===== src/rtl/csv_field_splitter_core_defines.svh =====
// assertion macros used by the csv field splitter rtl
// depends on clk and arst_n being visible in the module that uses them
`ifndef CSV_FIELD_SPLITTER_CORE_DEFINES_SVH
`define CSV_FIELD_SPLITTER_CORE_DEFINES_SVH

// implication checked on every clock edge outside reset
`define CSV_ASSERT_IMPL(label, ante, cons, msg) \
	label: assert property (@(posedge clk) disable iff (!arst_n) (ante) |-> (cons)) \
		else $error(msg);

// implication whose consequent is checked in the cycle after the antecedent
`define CSV_ASSERT_NEXT(label, ante, cons, msg) \
	label: assert property (@(posedge clk) disable iff (!arst_n) (ante) |=> (cons)) \
		else $error(msg);

`endif


===== src/rtl/csv_fs_pkg.sv =====
// types and constants of the csv field splitter
// no dependencies
`default_nettype none

package csv_fs_pkg;

	// parser mode
	typedef enum logic [1:0] {
		MODE_START      = 2'd0,
		MODE_PLAIN      = 2'd1,
		MODE_QUOTED     = 2'd2,
		MODE_QUOTE_SEEN = 2'd3
	} mode_t;

	// result kind codes
	typedef enum logic [2:0] {
		KIND_DATA     = 3'd0,
		KIND_CELL_END = 3'd1,
		KIND_ROW_END  = 3'd2,
		KIND_EOF_ROW  = 3'd3,
		KIND_EOF_NONE = 3'd4
	} kind_t;

	// special characters
	localparam logic [7:0] CH_COMMA   = 8'h2C;
	localparam logic [7:0] CH_NEWLINE = 8'h0A;
	localparam logic [7:0] CH_QUOTE   = 8'h22;

	// input transaction
	typedef struct packed {
		logic [7:0] text_byte;
		logic       end_of_input;
	} item_t;

	// result transaction
	typedef struct packed {
		kind_t      kind;
		logic [7:0] value_byte;
		logic [7:0] cell_index;
	} result_t;

endpackage

`default_nettype wire


===== src/rtl/csv_fs_parser.sv =====
// parse state machine of the csv field splitter: mode, empty flag, cell position
// depends on csv_fs_pkg and csv_field_splitter_core_defines.svh
`default_nettype none
`include "csv_field_splitter_core_defines.svh"

module csv_fs_parser #(
	parameter int MAX_CELL_INDEX = 255
) (
	input  wire logic              clk,
	input  wire logic              arst_n,
	input  wire logic              step,
	input  wire csv_fs_pkg::item_t item,
	output logic                   res_valid,
	output csv_fs_pkg::result_t    res
);
	import csv_fs_pkg::*;

	localparam int PosW = $clog2(MAX_CELL_INDEX + 1);
	localparam logic [PosW-1:0] PosMax = PosW'(MAX_CELL_INDEX);

	mode_t           mode_q, mode_d;
	logic            empty_q, empty_d;
	logic [PosW-1:0] pos_q, pos_d;
	logic [PosW+7:0] pos_ext;
	logic [7:0]      b;
	logic [PosW-1:0] pos_inc;

	// state register
	always_ff @(posedge clk or negedge arst_n) begin
		if (!arst_n) begin
			mode_q  <= MODE_START;
			empty_q <= 1'b1;
			pos_q   <= '0;
		end else if (step) begin
			mode_q  <= mode_d;
			empty_q <= empty_d;
			pos_q   <= pos_d;
		end
	end

	assign b       = item.text_byte;
	assign pos_ext = {8'd0, pos_q};
	assign pos_inc = (pos_q < PosMax) ? pos_q + PosW'(1) : pos_q;

	// next state and result for one byte
	always_comb begin
		mode_d         = mode_q;
		empty_d        = empty_q;
		pos_d          = pos_q;
		res_valid      = 1'b1;
		res.kind       = KIND_DATA;
		res.value_byte = b;
		res.cell_index = pos_ext[7:0];
		if (item.end_of_input) begin
			res.value_byte = 8'd0;
			if (pos_q == '0 && empty_q) begin
				res.kind       = KIND_EOF_NONE;
				res.cell_index = 8'd0;
			end else begin
				res.kind = KIND_EOF_ROW;
			end
			mode_d  = MODE_START;
			empty_d = 1'b1;
			pos_d   = '0;
		end else begin
			unique case (mode_q) inside
				MODE_START, MODE_PLAIN: begin
					if (mode_q == MODE_START && b == CH_QUOTE) begin
						mode_d    = MODE_QUOTED;
						res_valid = 1'b0;
					end else if (b == CH_COMMA) begin
						res.kind = KIND_CELL_END;
						mode_d   = MODE_START;
						empty_d  = 1'b1;
						pos_d    = pos_inc;
					end else if (b == CH_NEWLINE) begin
						res.kind = KIND_ROW_END;
						mode_d   = MODE_START;
						empty_d  = 1'b1;
						pos_d    = '0;
					end else begin
						mode_d  = MODE_PLAIN;
						empty_d = 1'b0;
					end
				end
				MODE_QUOTED: begin
					if (b == CH_QUOTE) begin
						mode_d    = MODE_QUOTE_SEEN;
						res_valid = 1'b0;
					end else begin
						empty_d = 1'b0;
					end
				end
				MODE_QUOTE_SEEN: begin
					// doubled quote is a data quote, anything else closes the cell
					if (b == CH_QUOTE) begin
						mode_d  = MODE_QUOTED;
						empty_d = 1'b0;
					end else if (b == CH_NEWLINE) begin
						res.kind = KIND_ROW_END;
						mode_d   = MODE_START;
						empty_d  = 1'b1;
						pos_d    = '0;
					end else begin
						res.kind = KIND_CELL_END;
						mode_d   = MODE_START;
						empty_d  = 1'b1;
						pos_d    = pos_inc;
					end
				end
				default: begin
					mode_d = MODE_START;
				end
			endcase
		end
	end

	// checks
	`CSV_ASSERT_NEXT(a_eof_resets, step && item.end_of_input,
		pos_q == '0 && empty_q && mode_q == MODE_START, "state not cleared after end of input")
	`CSV_ASSERT_IMPL(a_eof_none_zero, res_valid && res.kind == KIND_EOF_NONE,
		res.cell_index == 8'd0 && res.value_byte == 8'd0, "empty end of input carries data")
	`CSV_ASSERT_NEXT(a_data_not_empty, step && res_valid && res.kind == KIND_DATA,
		!empty_q, "cell still empty after a data byte")
	`CSV_ASSERT_IMPL(a_pos_sat, 1'b1, pos_q <= PosMax, "cell position past its maximum")

endmodule

`default_nettype wire


===== src/rtl/csv_field_splitter_core.sv =====
// top level of the csv field splitter: input register, parser, result register
// depends on csv_fs_pkg and csv_fs_parser
`default_nettype none

// Splits a byte stream into cells and rows, one input transaction per cycle
// sustained while the result side is not stalled. Each byte is held in an
// input register, goes through the parser, which updates its small mode
// register, and lands in a result register. Opening and closing quotes give
// no result. The input stalls when the result register is full and not taken
// while the input register holds a byte; the input still accepts while the
// input register drains into a free result slot.
module csv_field_splitter_core #(
	parameter int MAX_CELL_INDEX = 255
) (
	input  wire logic              clk,
	input  wire logic              arst_n,
	input  wire logic              item_valid,
	output logic                   item_ready,
	input  wire csv_fs_pkg::item_t item,
	output logic                   result_valid,
	input  wire logic              result_ready,
	output csv_fs_pkg::result_t    result
);
	import csv_fs_pkg::*;

	logic    valid_s1, valid_s2;
	item_t   item_s1;
	result_t res_s2;
	logic    adv_s2, step;
	logic    res_valid;
	result_t res;

	assign adv_s2     = !valid_s2 || result_ready;
	assign step       = valid_s1 && adv_s2;
	assign item_ready = !valid_s1 || adv_s2;

	// input register
	always_ff @(posedge clk or negedge arst_n) begin
		if (!arst_n) begin
			valid_s1 <= 1'b0;
		end else if (item_ready) begin
			valid_s1 <= item_valid;
		end
	end

	always_ff @(posedge clk) begin
		if (item_valid && item_ready) begin
			item_s1 <= item;
		end
	end

	csv_fs_parser #(
		.MAX_CELL_INDEX(MAX_CELL_INDEX)
	) u_parser (
		.clk      (clk),
		.arst_n   (arst_n),
		.step     (step),
		.item     (item_s1),
		.res_valid(res_valid),
		.res      (res)
	);

	// result register
	always_ff @(posedge clk or negedge arst_n) begin
		if (!arst_n) begin
			valid_s2 <= 1'b0;
		end else if (adv_s2) begin
			valid_s2 <= valid_s1 && res_valid;
		end
	end

	always_ff @(posedge clk) begin
		if (adv_s2) begin
			res_s2 <= res;
		end
	end

	assign result_valid = valid_s2;
	assign result       = res_s2;

endmodule

`default_nettype wire

===== config.mk =====
export PLATFORM = sky130hd
export DESIGN_NAME = csv_field_splitter_core
export DESIGN_NICKNAME = d
export VERILOG_FILES = /design/src/rtl/csv_fs_pkg.sv /design/src/rtl/csv_fs_parser.sv /design/src/rtl/csv_field_splitter_core.sv
export VERILOG_INCLUDE_DIRS = /design/src /design/src/rtl
export SDC_FILE = /design/constraint.sdc
export NUM_CORES = 1
export LEC_CHECK = 0
export ABC_CLOCK_PERIOD_IN_PS = 2200
export BUFFER_PORTS_ARGS = -buffer_cell sky130_fd_sc_hd__clkbuf_2
export CAP_MARGIN = 25
export CORE_MARGIN = 2
export CORE_UTILIZATION = 45
export CTS_BUF_LIST = sky130_fd_sc_hd__clkbuf_4 sky130_fd_sc_hd__clkbuf_8
export DETAILED_ROUTE_END_ITERATION = 16
export PLACE_DENSITY_LB_ADDON = 0.15
export REMOVE_ABC_BUFFERS = 1
export SETUP_SLACK_MARGIN = 0.4
export SLEW_MARGIN = 30
export SYNTH_ARGS = -nofsm -noshare
export SYNTH_HDL_FRONTEND = slang
export SYNTH_SLANG_ARGS = --single-unit
export TNS_END_PERCENT = 30

===== constraint.sdc =====
create_clock -name clk -period 2.2 [get_ports clk]
set_clock_uncertainty 0.1 [all_clocks]
set_input_delay 0.11 -clock clk [delete_from_list [all_inputs] [get_ports clk]]
set_output_delay 0.11 -clock clk [all_outputs]
set_load 0.005 [all_outputs]

==> impl_metrics.json <==
{
  "r2r_start": "item_s1[5]$_DFFE_PP_",
  "start_kind": "register",
  "mappedNetlistArea_sq_um": 1900,
  "critPathRequiredTime_ps": 2330,
  "area_growth_pct": 28.5,
  "grt_setup_unrepaired": "true",
  "numCtsBuffers": 5,
  "p_leak_nw": 0.978,
  "cap_violations": 0,
  "setup_ws_ps": 162,
  "yosys_warnings": 0,
  "ios": 34,
  "yosysTopAreaCellShare_pct": 44.2,
  "fin_tns_setup_ps": 0,
  "min_period_over_period_pct": 92.6,
  "critPathArrivalTime_ps": 2170,
  "crit_type": "reg -> reg",
  "cts.sinks": 41,
  "antenna_found_initial": 0,
  "antenna_left": 0,
  "synth_commonest_cells": "edfxtp_1 (28), dfrtp_1 (12), nor2_1 (12)",
  "clk_pin_slew_ps": 70,
  "yosysTopAreaCell": "edfxtp_1",
  "synthFlopType": "edfxtp_1",
  "dr.pass1.iters": 4,
  "yosysMostFrequentCell": "edfxtp_1",
  "nets": 220,
  "fp.dieArea_sq_um": 4770,
  "port_buffers": 33,
  "root_buffer": "clkbuf_8",
  "netlist_instances": 156,
  "avgRoutedWirePerCell_um": 14.7,
  "synth_seq_cells": 41,
  "synth_edf_count": 28,
  "hold_path.class": "in -> reg",
  "status": "finished clean",
  "worstMarginPinSlew_ps": 562,
  "cp-end-kind": "register",
  "cp_max_fo": 3,
  "p_total_mw": 1.68,
  "slew_viol_final": 0,
  "synth_area_per_cell_sq_um": 12.2,
  "rr_worst_depth": 7,
  "synthTopCellsByArea": "edfxtp_1 (44%), dfrtp_1 (16%), nor2b_1 (3.0%)",
  "synthArstFlopShare_pct": 31.7,
  "min_delay_path_depth": 3,
  "grt_pass1_wl_mm": 6.23,
  "synth_cell_types": 45,
  "n_antenna_cell": 0,
  "regArea_sq_um": 1170,
  "avgViaCountPerCell": 5.41,
  "gp_congestion": 0.809,
  "post-route-min-period_ps": 2040,
  "grt_pass1_vias": 1309,
  "pwr_density_cell_nw_per_um2": 689,
  "grt.total_usage_pct": 16.6,
  "post-place-ws_ps": 138,
  "ir_worst_vdd_v": 0.000374,
  "fp.dieH_um": 69.0,
  "reg2reg_to": "u_parser.pos_q[7]$_DFFE_PN0P_",
  "min_from": "result_ready",
  "r2r_slack_ps": 160,
  "drc": 0,
  "rows": 23,
  "hpwl_mm": 2.51,
  "drt-total-wl_mm": 3.76,
  "clk_latency_ps": 290,
  "synth.yosys.seq_area_share_pct": 61.3,
  "core-area_sq_um": 4030,
  "initial_core_util_pct": 47.2,
  "vias": 1385,
  "drive_gt1_share_pct": 32.5,
  "finalHoldViolations": 0,
  "die_x_um": 69.0,
  "nFillCells": 331,
  "fin_area_sq_um": 2440,
  "postPlaceCellArea_sq_um": 2120,
  "slew_headroom_pct": 62.3,
  "dr.first_iter.drc_count": 110,
  "htree_levels": 2,
  "multi_input_area_sq_um": 723,
  "timing.fmax_mhz": 491,
  "clock_path_buffers": 2,
  "cts_tree": "built",
  "grt-ovfl-total": 0,
  "holdPathEnd": "valid_s1$_DFFE_PN0N_",
  "grt_max_degree": 22,
  "finalSetupViolations": 0
}
[cell type report]
cell class                 instances  area share [%]
clock inverter                     2            1.43
multi-input combinational         96            29.6
clock buffer                       6            3.12
sequential                        41            47.7
timing repair buffer              54            14.5
tap                               50            2.56
inverter                           7            1.07
[layer usage]
metal	part of all wire (%)	track usage, %	vias up
li1	-	-	672
met1	45	21.5	664
met2	48	25.9	42
met3	5.6	5.26	7
met4	1.6	6.97	0
met5	0	0	-
[flip-flops by register name, summed over array words and instances (netlist names)]
name              flops
u_parser.empty_q      1
u_parser.pos_q        8
u_parser.mode_q       2
result               19
result_valid          1
valid_s1              1
item_s1               9
[kinds of logic after synthesis]
group | count (synthesis) | share of synthesized area (%)
adder cells (fa/ha/maj) | 2 | 1.31
AO/OA/AOI/OAI | 32 | 14.4
buffers and inverters | 20 | 4.40
multiplexers | 1 | 0.526
AND/OR/NAND/NOR | 60 | 18.0
flip-flops | 41 | 61.3
[per-stage QoR]
stage / util [%] / instances / hold slack, ps
finish: 60.7 / 256 / 19.0
global route: 60.7 / 256 / 69.2
CTS: 59.8 / 255 / 17.7
detailed placement: 52.6 / 232 / -66.8
global placement: 52.6 / 232 / -75.0
floorplan: - / 143 / -286
[worst max-delay path by stage]
stage                                           to                 start  cells past startpoint
floorplan            u_parser.pos_q[7]$_DFFE_PN0P_  item_s1[1]$_DFFE_PP_                      5
global placement     u_parser.pos_q[2]$_DFFE_PN0P_  item_s1[1]$_DFFE_PP_                      5
global route        u_parser.mode_q[0]$_DFFE_PN0P_  item_s1[1]$_DFFE_PP_                      6
CTS                  u_parser.pos_q[2]$_DFFE_PN0P_  item_s1[5]$_DFFE_PP_                      5
finish               u_parser.pos_q[7]$_DFFE_PN0P_  item_s1[5]$_DFFE_PP_                      7
detailed placement   u_parser.pos_q[3]$_DFFE_PN0P_  item_s1[1]$_DFFE_PP_                      5
[repair_timing]
action,in CTS,in global routing
hold buffers,11,0
setup endpoints to repair,15,17
resized for setup,6,5
setup buffers,3,1
hold endpoints to repair,23,0
pin swaps,10,5
cloned,1,0
[critical path, stage by stage, from the launching register on]
cell	delay, ps
edfxtp_1	440
or4_4	590
o22ai_4	140
buf_4	140
o21bai_2	100
buf_4	160
a31oi_1	160
o22a_1	160
[placed cells by master (no fill, tap or decap), drive strengths merged, types with 4 or more instances in the layout]
| cell | synthesis | layout |
|---|---|---|
| inv | 7 | 7 |
| buf | 2 | 10 |
| nand3 | 4 | 4 |
| nand2b | 4 | 4 |
| o31ai | 4 | 5 |
| o21ai | 4 | 4 |
| edfxtp | 28 | 28 |
| dfrtp | 12 | 12 |
| dlygate4sd3 | 0 | 11 |
| nor2 | 12 | 12 |
| nor3 | 4 | 4 |
| nor2b | 9 | 9 |
| clkbuf | 11 | 39 |
| a21oi | 4 | 4 |
| nand2 | 10 | 10 |
[power by group]
part / leakage, nW / switching [mW] / internal [mW]
Sequential: 0.455 / 0.0320 / 0.886
Combinational: 0.464 / 0.0863 / 0.0812
Clock: 0.0586 / 0.250 / 0.349
Total: 0.978 / 0.368 / 1.32
Power figures use the tool's default switching activity.
